`config.mk`:
```
export PLATFORM = sky130hd
export DESIGN_NAME = sgi_queue
export DESIGN_NICKNAME = d
export VERILOG_FILES = /design/src/rtl/core/sgi_pkg.sv /design/src/rtl/core/sgi_queue.sv
export SDC_FILE = /design/constraint.sdc
export NUM_CORES = 1
export LEC_CHECK = 0
export ABC_AREA = 0
export BUFFER_PORTS_ARGS = -buffer_cell sky130_fd_sc_hd__buf_2
export CELL_PAD_IN_SITES_DETAIL_PLACEMENT = 1
export CELL_PAD_IN_SITES_GLOBAL_PLACEMENT = 1
export CORE_UTILIZATION = 45
export DETAILED_ROUTE_END_ITERATION = 8
export PLACE_DENSITY = 0.81
export SYNTH_ARGS = -nofsm -noshare
export SYNTH_HDL_FRONTEND = slang
export SYNTH_SLANG_ARGS = --single-unit
```
`constraint.sdc`:
```
create_clock -name clock -period 3.45 [get_ports clock]
set_input_delay 0.5175 -clock clock [delete_from_list [all_inputs] [get_ports clock]]
set_output_delay 0.5175 -clock clock [all_outputs]
set_load 0.05 [all_outputs]
```
`src/rtl/core/sgi_pkg.sv`:
```
`default_nettype none
package sgi_pkg;

   // queue between the front and back parts
   localparam int SGI_QDEPTH = 4;
   localparam int SGI_QAW    = 2;

   typedef struct packed {
      logic full;
      logic empty;
   } sgi_qstat_type;

endpackage
`default_nettype wire

```
`src/rtl/core/sgi_queue.sv`:
```
`default_nettype none
module sgi_queue import sgi_pkg::*; #(
   parameter int WIDTH = 8
) (
   input  wire logic             clock,
   input  wire logic             reset,
   input  wire logic             push,
   input  wire logic [WIDTH-1:0] push_data,
   input  wire logic             pop,
   output logic [WIDTH-1:0]      pop_data,
   output sgi_qstat_type         qstat
);
   logic [WIDTH-1:0]   entry_ff [SGI_QDEPTH];
   logic [SGI_QAW-1:0] wr_ff, rd_ff;
   logic [SGI_QAW:0]   count_ff;

   assign qstat.full  = (count_ff == (SGI_QAW+1)'(SGI_QDEPTH));
   assign qstat.empty = (count_ff == '0);
   assign pop_data    = entry_ff[rd_ff];

   always_ff @(posedge clock) begin
      if (reset) begin
         wr_ff    <= '0;
         rd_ff    <= '0;
         count_ff <= '0;
      end else begin
         if (push) wr_ff <= wr_ff + 1'b1;
         if (pop)  rd_ff <= rd_ff + 1'b1;
         if (push && !pop)      count_ff <= count_ff + 1'b1;
         else if (pop && !push) count_ff <= count_ff - 1'b1;
      end
   end

   always_ff @(posedge clock) begin
      if (push) entry_ff[wr_ff] <= push_data;
   end
endmodule
`default_nettype wire

```
-- After elaboration in Yosys (flattened, before gate mapping)
Memory sizes are Yosys's and may differ from the RTL's. A register that Yosys moved wholly into a read port is not among the register bits.
Index checks and enable logic that the tools add are counted.
- reduce and logical (&&, ||, !) cells: 6
- mux-type cells: 6
- equality and inequality tests: 1
- $add $sub $neg: 4
- operators by type and width (operator ; number):
    2-to-1 mux 3 bit ; 2
    adder 2 x 1 -> 2 bit, second input constant ; 2
    2-to-1 mux 2 bit ; 2
    adder 3 x 1 -> 3 bit, second input constant ; 1
    equality test 3 bit, second input constant ; 1
    logical NOT 3 bit ; 1
    subtractor 3 x 1 -> 3 bit, second input constant ; 1
    logical AND 1 bit ; 2
    logical NOT 1 bit ; 2
    2-to-1 mux 1 bit ; 2
    nonzero test 2 bit ; 1
- word-level logic and storage cells: 21
- register bits after elaboration: 7
- memories kept: 1
- output and inout bits: 10
- bits in writable memories: 32
- bits of input ports: 12
- memory list (name ; depth ; bits a word ; read ports ; clocked after memory_dff ; write ports ; line ; source):
    entry_ff ; 4 ; 8 ; 1 ; 1 ; 1 ; sgi_queue.sv:13 ; logic [WIDTH-1:0] entry_ff [SGI_QDEPTH];

-- Depth between registers and ports, before layout
- depth after elaboration: 4
- mapped depth: 7
- mapped depth without buffers: 7

-- Worst setup path after synthesis
OpenSTA, ideal clock, no wires.
- kind: flip-flop to output port
- from: reg count_ff[1]
- to: out qstat[1] in the netlist's numbering
- buffers on the path: 0
- data arrival time: 1.502 ns
- data required time: 2.932 ns
- cell stages (with the launch flop): 2
- slack: 1.431 ns
- cell sequence: dfxtp_1 > nor3b_1
- RTL lines (item ; line ; source):
    start: declaration ; sgi_queue.sv:15 ; logic [SGI_QAW:0] count_ff;
    start signal: assignment ; sgi_queue.sv:29 ; if (push && !pop) count_ff <= count_ff + 1'b1;
    start signal: assignment ; sgi_queue.sv:30 ; else if (pop && !push) count_ff <= count_ff - 1'b1;
    end: declaration ; sgi_queue.sv:11 ; output sgi_qstat_type qstat

==> results.py <==
metrics = {
    "layout": {
        "fin_nets": 129,
        "syn_to_final_growth_pct": 12.5,
        "nFillCells": 349,
        "antennaDiodeCount": 0,
        "drive_gt1_frac": 0.330,
        "finalInstanceArea_um2": 1780,
        "final_cells": 158,
        "fin_util": 0.531,
    },
    "setup_path": {
        "worst_ep_required_time_ns": 2.93,
        "cp-end-kind": "output port",
        "cp.arrival_ns": 1.80,
        "path_class": "flip-flop to output port",
        "critical_path.max_fanout": 8,
        "endpoint": "pop_data[4]",
        "crit_path_start_kind": "flip-flop",
        "r2r_setup_slack_ns": 1.96,
        "rr_endpoint": "count_ff[2]",
        "r2r_start": "count_ff[0]",
        "ff2ff_path_depth": 4,
    },
    "global_route": {
        "grt_pass1_vias": 833,
        "grt_pass1_wl_um": 4010,
        "overflow": 0,
        "track_usage": 0.162,
        "grt_antenna_before_repair": 0,
        "grt_max_degree": 14,
    },
    "sta": {
        "rsz0062_at_grt": "false",
        "slew_headroom": 0.655,
        "slew_viol_final": 0,
        "max_clock_freq_mhz": 431,
        "fin_crit_ns": 2.32,
        "final.setup.tns_ns": 0,
        "hold_viol": 0,
        "setup_violations": 0,
        "timing.final.crit_share": 0.673,
        "timing.final.ws_setup_ns": 1.13,
        "tightest_slew_ns": 0.517,
        "timing.hold.ws_ns": 0.384,
        "finClkSkew_ns": 0.00447,
    },
    "power": {
        "peakVddDrop_mv": 0.229,
        "power.density_nw_per_um2": 558,
        "leakage_nw": 0.649,
        "power.total_uw": 996,
    },
    "clock_network": {
        "numClockSinks": 41,
        "cts_tree": "yes",
        "clk_latency_ns": 0.34,
        "root_buffer": "clkbuf_4",
        "cts_resized": 0,
        "numCtsBuffers": 5,
        "clock_path_buffers": 2,
        "postCtsSetupRepairBufs": 0,
        "path_clk_slew_ns": 0.12,
        "htree_levels": 2,
        "cts_hold_buf": 0,
    },
    "floorplanning": {
        "initial_utilization": 0.472,
        "die_h_um": 61.4,
        "core_um2": 3360,
        "die-area_um2": 3770,
        "rows": 21,
        "dieWidth_um": 61.4,
        "ios": 22,
    },
    "routing": {
        "highest_layer": "met4",
        "dr.pass1.iters": 4,
        "post_drt_wl_per_cell_um": 16.3,
        "drt-initial-drc-count": 19,
        "wl_met2_um": 1340,
        "wl_met3_um": 89,
        "via_per_inst": 4.94,
        "drc": 0,
        "wl_um": 2580,
        "ant_nets": 0,
        "m1WireLength_um": 1090,
        "route.vias.total": 780,
    },
    "min_path": {
        "hold_path_class": "input pin to flip-flop",
    },
    "yosys": {
        "synthTopCellsByArea": "edfxtp_1, dfxtp_1, mux4_2",
        "syn-instance-count": 86,
        "synth_area_um2": 1590,
        "synth_cell_types": 20,
        "synth_nets": 104,
        "synthAdderAreaFrac": 0.0521,
        "ys_seq_area_frac": 0.719,
        "syn_avg_cell_area_um2": 18.4,
        "synth_top_family_by_area": "multiplexers",
        "yosys.area.top_type": "edfxtp_1",
        "synth.ff_latch_count": 41,
        "synth.mux.area_fraction": 0.126,
        "synth_warnings": 0,
        "synth_top_area_share": 0.606,
        "synth_xor_area_frac": 0.0276,
        "synthSimpleGateAreaFrac": 0.0465,
        "synth_compound_area_frac": 0.00631,
    },
    "placement": {
        "portBuffers": 21,
        "dpl.hpwl_um": 1870,
        "dpl_cell_area_um2": 1730,
        "gp_congestion": 0.692,
        "numPlacedInstances": 150,
        "dp_slack_ns": 1.43,
    },
    "status": {
        "status": "complete, no violations",
    },
    "run": {
        "drv_cap": 0,
    },
}
[cell usage after synthesis (all sizes together)]
cell type	n
or3	1
a21oi	1
xnor2	2
nor3b	1
buf	1
fa	1
inv	4
xor2	3
ha	5
nor3	1
mux2i	2
and2	4
clkbuf	2
o21ai	1
nand2	1
mux4	8
edfxtp	32
nor2	7
dfxtp	9
[worst min path at each step]
stage / end / start / depth (start not counted)
2_1_floorplan: count_ff[2] / count_ff[2] / 2
3_3_place_gp: count_ff[2] / count_ff[2] / 2
3_5_place_dp: count_ff[2] / count_ff[2] / 2
4_1_cts: entry_ff[2][3] / push_data[3] / 1
5_1_grt: entry_ff[1][2] / push_data[2] / 1
6_report: entry_ff[3][3] / push_data[3] / 1
[flip-flops by register name (all words and copies together) (netlist names), named ones only]
name      flops
count_ff      3
entry_ff     32
rd_ff         2
wr_ff         2
[kinds of logic (layout without fill, tap and decap cells)]
kind of cell               count (synthesis)  after routing
AOI/OAI and AO/OA                          2              2
adders and majority gates                  6              6
and+or+nand+nor                           15             15
buffers and inverters                      7             33
xor gates and xnor gates                   5              5
muxes                                     10             10
DFF                                       41             41
[power by group]
group | leakage (nW) | switching (mW) | internal (mW)
logic | 0.250 | 0.120 | 0.0605
registers | 0.368 | 0.0233 | 0.564
clock network | 0.0310 | 0.152 | 0.0769
total | 0.649 | 0.295 | 0.701
[area by class of cell]
cell class                      count  area, um^2  area share
Multi-Input combinational cell     38         410       0.230
Timing Repair Buffer               21         105      0.0589
Inverter                            4        15.0     0.00842
Sequential cell                    41        1140       0.640
Clock buffer                        5        37.5      0.0210
Clock inverter                      3        17.5     0.00982
Tap cell                           46        57.6      0.0323
[layer usage]
metal | global-route usage | vias to the layer above
met5 | 0 | -
met4 | 0.0952 | 0
met3 | 0.0399 | 7
met2 | 0.280 | 20
met1 | 0.183 | 383
li1 | - | 370
[cells in the final DEF (no fill, tap or decap), drive strengths merged]
cell	Yosys	routed
nor3	1	1
inv	4	4
mux2i	2	2
a21oi	1	1
buf	1	21
or3	1	1
nand2	1	1
clkbuf	2	5
clkinv	0	2
dfxtp	9	9
ha	5	5
o21ai	1	1
edfxtp	32	32
clkinvlp	0	1
mux4	8	8
nor3b	1	1
nor2	7	7
xnor2	2	2
and2	4	4
fa	1	1
xor2	3	3
[critical path, cell delays in order (launching register included)]
cell	delay [ns]
dfxtp_1	0.66
mux4_2	0.57
buf_2	0.23
(Power assumes the default switching activity.)
