[config.mk]
export PLATFORM = sky130hd
export DESIGN_NAME = sgi_front
export DESIGN_NICKNAME = d
export VERILOG_FILES = /design/src/rtl/core/sgi_pkg.sv /design/src/rtl/core/sgi_front.sv
export SDC_FILE = /design/constraint.sdc
export NUM_CORES = 2
export LEC_CHECK = 0
export BUFFER_PORTS_ARGS = -buffer_cell sky130_fd_sc_hd__buf_4
export CAP_MARGIN = 20
export CORE_MARGIN = 2
export CORE_UTILIZATION = 31
export CTS_BUF_LIST = sky130_fd_sc_hd__clkbuf_4 sky130_fd_sc_hd__clkbuf_8
export CTS_CLUSTER_SIZE = 30
export DETAILED_ROUTE_END_ITERATION = 8
export PLACE_DENSITY_LB_ADDON = 0.1
export SYNTH_ARGS = -nofsm -noshare
export SYNTH_HDL_FRONTEND = slang
export SYNTH_SLANG_ARGS = --single-unit
[constraint.sdc]
create_clock -name clock -period 19.5 [get_ports clock]
set_input_delay 1.95 -clock clock [delete_from_list [all_inputs] [get_ports clock]]
set_output_delay 1.95 -clock clock [all_outputs]
set_load 0.03 [all_outputs]
[src/rtl/core/sgi_pkg.sv]
`default_nettype none
package sgi_pkg;

   // queue between the front and back parts
   localparam int SGI_QDEPTH = 4;
   localparam int SGI_QAW    = 2;

   typedef struct packed {
      logic full;
      logic empty;
   } sgi_qstat_type;

endpackage
`default_nettype wire

[src/rtl/core/sgi_front.sv]
`default_nettype none
module sgi_front import sgi_pkg::*; #(
   parameter int COORD_WIDTH = 16
) (
   input  wire logic                          clock,
   input  wire logic                          reset,
   input  wire logic                          req_valid,
   output logic                               req_stall,
   input  wire logic [COORD_WIDTH-1:0]        req_a_start_x,
   input  wire logic [COORD_WIDTH-1:0]        req_a_start_y,
   input  wire logic [COORD_WIDTH-1:0]        req_a_end_x,
   input  wire logic [COORD_WIDTH-1:0]        req_a_end_y,
   input  wire logic [COORD_WIDTH-1:0]        req_b_start_x,
   input  wire logic [COORD_WIDTH-1:0]        req_b_start_y,
   input  wire logic [COORD_WIDTH-1:0]        req_b_end_x,
   input  wire logic [COORD_WIDTH-1:0]        req_b_end_y,
   input  wire sgi_qstat_type                 qstat,
   output logic                               push,
   output logic [10*COORD_WIDTH+4*COORD_WIDTH+8:0] push_data
);
   localparam int W    = COORD_WIDTH;
   localparam int DIFW = W + 1;
   localparam int PW   = 2 * DIFW;
   localparam int DW   = PW + 1;

   logic                   adv;
   logic                   v1_ff, v2_ff;
   logic [8*W-1:0]         pts1_ff, pts2_ff;
   logic signed [DIFW-1:0] dax1_ff, day1_ff, dbx1_ff, dby1_ff, ex1_ff, ey1_ff;
   logic signed [DIFW-1:0] dax2_ff, day2_ff;
   logic signed [PW-1:0]   pab_ff, pba_ff, peb_ff, pfb_ff;
   logic signed [DW-1:0]   den, tn;

   assign adv       = !(v2_ff && qstat.full);
   assign req_stall = !adv;

   always_ff @(posedge clock) begin
      if (reset) begin
         v1_ff <= 1'b0;
         v2_ff <= 1'b0;
      end else if (adv) begin
         v1_ff <= req_valid;
         v2_ff <= v1_ff;
      end
   end

   // stage 1: differences
   always_ff @(posedge clock) begin
      if (adv) begin
         pts1_ff <= {req_a_start_x, req_a_start_y, req_a_end_x, req_a_end_y,
                     req_b_start_x, req_b_start_y, req_b_end_x, req_b_end_y};
         dax1_ff <= DIFW'($signed(req_a_end_x)) - DIFW'($signed(req_a_start_x));
         day1_ff <= DIFW'($signed(req_a_end_y)) - DIFW'($signed(req_a_start_y));
         dbx1_ff <= DIFW'($signed(req_b_end_x)) - DIFW'($signed(req_b_start_x));
         dby1_ff <= DIFW'($signed(req_b_end_y)) - DIFW'($signed(req_b_start_y));
         ex1_ff  <= DIFW'($signed(req_b_start_x)) - DIFW'($signed(req_a_start_x));
         ey1_ff  <= DIFW'($signed(req_b_start_y)) - DIFW'($signed(req_a_start_y));
      end
   end

   // stage 2: cross-product terms
   always_ff @(posedge clock) begin
      if (adv) begin
         pts2_ff <= pts1_ff;
         dax2_ff <= dax1_ff;
         day2_ff <= day1_ff;
         pab_ff  <= PW'(dax1_ff) * PW'(dby1_ff);
         pba_ff  <= PW'(day1_ff) * PW'(dbx1_ff);
         peb_ff  <= PW'(ex1_ff) * PW'(dby1_ff);
         pfb_ff  <= PW'(ey1_ff) * PW'(dbx1_ff);
      end
   end

   assign den       = DW'(pab_ff) - DW'(pba_ff);
   assign tn        = DW'(peb_ff) - DW'(pfb_ff);
   assign push      = v2_ff && !qstat.full;
   assign push_data = {pts2_ff, dax2_ff, day2_ff, den, tn, (den == '0)};
endmodule
`default_nettype wire

# After elaboration in Yosys (flattened, before gate mapping)
# Index checks and enable logic that the tools add are counted.
# Widths: inputs -> output; s select.
# word_totals
regBits,530
in_bits,133
out_inout_bits,235
wordCells,32
# op_classes
add_sub_neg,8
mul,4
n_reduce_logical,4
# op_table
cell,count
$mul 17x17->34,4
$sub 16x16->17,6
$sub 34x34->35,2
$logic_not 35->1,1
$logic_and 1x1->1,2
$logic_not 1->1,1

# Depth between registers and ports, before layout
# logic_depth
ltp_word,2
depth_mapped,27
depth_no_buf,26

# Worst setup path after synthesis
# OpenSTA, ideal clock, no wires.
# synth_timing
kind,in2out
start,in qstat[1] (netlist name)
end,out req_stall
arrival_time_ns,15.939
required_ns,17.550
path_slack_ns,1.611
path_stages,2
n_path_buf,0
cell_sequence,nand2_1 inv_1
# synth_between
elab_chain_len,1
# synth_rtl
element,line_no,text
"start, declared",sgi_front.sv:17,"input wire sgi_qstat_type qstat,"
$logic_and 1x1->1,sgi_front.sv:34,assign adv = !(v2_ff && qstat.full);
"end, declared",sgi_front.sv:8,"output logic req_stall,"
# No other way between the ends.

# Final worst setup path
# layout_timing
start,reg ey1_ff[5]
end,"reg pfb_ff[33], data pin"
# layout_between
elab_chain_len,1
# layout_rtl
element,line_no,text
"start, declared",sgi_front.sv:29,"logic signed [DIFW-1:0] dax1_ff, day1_ff, dbx1_ff, dby1_ff, ex1_ff, ey1_ff;"
"start signal, assigned",sgi_front.sv:57,ey1_ff <= DIFW'($signed(req_b_start_y)) - DIFW'($signed(req_a_start_y));
$mul 17x17->34,sgi_front.sv:70,pfb_ff <= PW'(ey1_ff) * PW'(dbx1_ff);
"end signal, assigned",sgi_front.sv:70,
"end, declared",sgi_front.sv:31,"logic signed [PW-1:0] pab_ff, pba_ff, peb_ff, pfb_ff;"
# No other way between the ends.
# A chain may end at the register's enable or synchronous reset.

==> reports/summary.txt <==
Full die area: 218500 um2
Core box area: 214000 um2
Synth Warn #: 0
Endpoints failing hold: 0
Post-route setup TNS: 0 ps
Kind of start point of the critical path: flop
Filler Cell Count: 21930
Highest attainable clock frequency: 123.4 MHz
Clock buffer depth: 3
Pre-antenna DRT Iters: 5
TritonCTS clock tree: done
Starting density of the core: 0.3112
Number of max-cap violations: 0
Worst Path Max Fanout: 17
Maximum number of pins on one net before global-route repair: 171
Number of buffers added by the clock tree synthesis step: 102
Setup repair after global routing missed its margin: false
Post-CTS setup repair buffer count: 0
Area share of the leading cell type in the synthesized netlist: 0.3584
Count of port buffers added during placement: 366
Most repeated cell in the gate-level netlist after synthesis: sky130_fd_sc_hd__inv_1
Sequential element share of the synthesized area: 0.2387
Area Growth Syn to Fin: 12.76%
Standard-cell rows: 170
Flip-flop and latch count after synthesis: 530
GR Overflow Total: 0
Initial antenna violation count: 14
Post-CTS sizing: 0
Final critical delay including setup and external delays: 8105 ps
Antenna Violating Nets Remaining: 0
Ys async rst share: 0
Vertical extent of the die: 467.4 um
Worst-path clk slew: 60 ps
Number of global-route vias before repair: 48890
Slew of the pin with the lowest slew margin: 1100 ps
Number of I/O pins: 368
Placed Area: 72830 um2
Top post-synthesis cells by count: 1463 x sky130_fd_sc_hd__inv_1, 1192 x sky130_fd_sc_hd__fa_1, 620 x sky130_fd_sc_hd__nand2_1
Normalized max-slew margin: 0.2669
Post-DP HPWL: 157.4 mm
Number of enable-type register cells in the synthesized netlist: 528
WL final: 201.9 mm
Clk_skew: 66.87 ps
Global-route wire length before repair: 309.4 mm
Top flip-flop cell by instance count after synthesis: sky130_fd_sc_hd__edfxtp_1
Total Nets Final: 8595
DRC violation total after the first TritonRoute iteration: 2180
Final count of negative-setup-slack endpoints: 0
Share of post-route cells with drive strength above 1: 0.09426
Detailed-route DRC error count: 0
Hold Path Class: reg2reg
Quantity of hold-fixing buffers added after cts: 0
Vias per std cell: 4.548
Die width: 467.4 um
Number of unique standard cell types used by synthesis: 79
Htree depth: 3
Insertion delay to the later sink of the worst-skew pair: 840 ps
Instance count of the mapped netlist: 6389
Register Area: 15900 um2
Syn_nets: 8218
Synth area leader: sky130_fd_sc_hd__fa_1
Critical path data arrival time: 8630 ps
Final slew viol count: 0
GRT Util Overall: 0.1897
Gp weighted congestion: 0.8186
Total vias in the final route: 44080
Final critical-path share of the clock period: 0.4156
Average footprint of a synthesized cell: 10.42 um2
Endpoint type of the worst setup path: flop
Drt wl/cell: 20.83 um
Post-route cell area: 75080 um2
Area used by multi-input combinational logic: 44540 um2
Top post-synthesis cells by area: sky130_fd_sc_hd__fa_1 36%, sky130_fd_sc_hd__edfxtp_1 24%, sky130_fd_sc_hd__ha_1 9.5%, sky130_fd_sc_hd__inv_1 8.2%, sky130_fd_sc_hd__and2_1 5.5%
Status: finished, final reports clean
Crit path required time: 20030 ps
Startpoint-to-endpoint class of the critical path: reg2reg
Clk root buf: sky130_fd_sc_hd__clkbuf_8
Mapped Area: 66580 um2
Sinks on the clock net: 530
[sequential cells by signal, indices dropped and copies added, names as in the netlist]
register and count:
pts2_ff 128, pts1_ff 128, pba_ff 34, pab_ff 34
peb_ff 34, v2_ff 1, day1_ff 17, v1_ff 1
ex1_ff 17, dby1_ff 17, dax1_ff 17, pfb_ff 34
day2_ff 17, ey1_ff 17, dax2_ff 17, dbx1_ff 17
[layout make-up]
type,instances,share of cell area
Tap cell,2838,0.04730
Antenna cell,11,0.0003666
Timing Repair Buffer,445,0.04483
Clock buffer,128,0.02130
Inverter,1465,0.07325
Sequential cell,530,0.2117
Multi-Input combinational cell,4222,0.5933
Clock inverter,53,0.007950
[critical path, cell delays in order (launching register included)]
cell                       delay (ps)
sky130_fd_sc_hd__edfxtp_1         890
sky130_fd_sc_hd__and2_1           260
sky130_fd_sc_hd__fa_1             430
sky130_fd_sc_hd__inv_1             80
sky130_fd_sc_hd__fa_1             470
sky130_fd_sc_hd__fa_1             520
sky130_fd_sc_hd__inv_1             40
sky130_fd_sc_hd__ha_1             280
sky130_fd_sc_hd__fa_1             490
sky130_fd_sc_hd__inv_1             50
sky130_fd_sc_hd__fa_1             500
sky130_fd_sc_hd__inv_1             50
sky130_fd_sc_hd__ha_1             200
sky130_fd_sc_hd__nor4_1           540
sky130_fd_sc_hd__nor2b_1          200
sky130_fd_sc_hd__o21ai_0          150
sky130_fd_sc_hd__a41o_1           300
sky130_fd_sc_hd__a311o_1          450
sky130_fd_sc_hd__a31oi_1          340
sky130_fd_sc_hd__o21bai_1         160
sky130_fd_sc_hd__a41o_1           300
sky130_fd_sc_hd__or4_1            450
sky130_fd_sc_hd__a31o_2           260
sky130_fd_sc_hd__a21oi_1          170
sky130_fd_sc_hd__xnor2_1          270
[routing by layer]
metal / routed length, um / part of all wire / track usage
met2: 94310 / 0.47 / 0.3108
met5: 37 / 0.00018 / 0
met3: 10580 / 0.052 / 0.03690
met1: 92180 / 0.46 / 0.2575
met4: 4764 / 0.024 / 0.04643
[final timing paths]
path | slack (ps) | start | depth (start not counted) | end
setup / recovery | 11390 | ey1_ff[5] | 24 | pfb_ff[33]
hold / removal | 390 | pts1_ff[61] | 0 | pts2_ff[61]
setup reg to reg | 11390 | ey1_ff[5] | 24 | pfb_ff[33]
hold reg to reg | 390 | pts1_ff[61] | 0 | pts2_ff[61]
[stage by stage]
| step | hold slack, ps | util | cells | worst slack [ps] |
|---|---|---|---|---|
| CTS | 384.5 | 0.3506 | 9680 | 11300 |
| global placement | 400.7 | 0.3404 | 9499 | 11340 |
| finish | 389.3 | 0.3509 | 9692 | 11390 |
| floorplan | 400.3 | - | 6389 | 1611 |
| detailed placement | 404.5 | 0.3404 | 9499 | 11370 |
| global route | 397.9 | 0.3507 | 9683 | 11070 |
[kinds of logic (layout without fill, tap and decap cells)]
kind of cell / after synthesis / after routing / synth area share
buffers and inverters: 1637 / 2091 / 0.09240
and+or+nand+nor: 1713 / 1713 / 0.1279
xor gates and xnor gates: 243 / 243 / 0.03197
other: 0 / 11 / 0
adders and majority gates: 1696 / 1696 / 0.4531
DFF: 530 / 530 / 0.2387
AOI/OAI and AO/OA: 565 / 565 / 0.05515
muxes: 5 / 5 / 0.0007517
[cells in the final DEF, fill, tap and decap left out, types with 26 or more instances in the layout]
cell type                  count
sky130_fd_sc_hd__a21boi_0     30
sky130_fd_sc_hd__a21o_1       56
sky130_fd_sc_hd__a21oi_1     165
sky130_fd_sc_hd__and2_1      590
sky130_fd_sc_hd__buf_4       443
sky130_fd_sc_hd__clkbuf_4     26
sky130_fd_sc_hd__clkbuf_8    102
sky130_fd_sc_hd__edfxtp_1    528
sky130_fd_sc_hd__fa_1       1192
sky130_fd_sc_hd__ha_1        504
sky130_fd_sc_hd__inv_1      1463
sky130_fd_sc_hd__nand2_1     619
sky130_fd_sc_hd__nand2b_1     41
sky130_fd_sc_hd__nand3_1      32
sky130_fd_sc_hd__nor2_1      243
sky130_fd_sc_hd__nor2b_1      49
sky130_fd_sc_hd__nor3_1       52
sky130_fd_sc_hd__o21a_1       42
sky130_fd_sc_hd__o21ai_0     115
sky130_fd_sc_hd__xnor2_1     196
sky130_fd_sc_hd__xor2_1       47
Power is left out: the tool's default activity adds up to more than one toggle a clock period on the data nets, which glitch-free logic cannot reach.
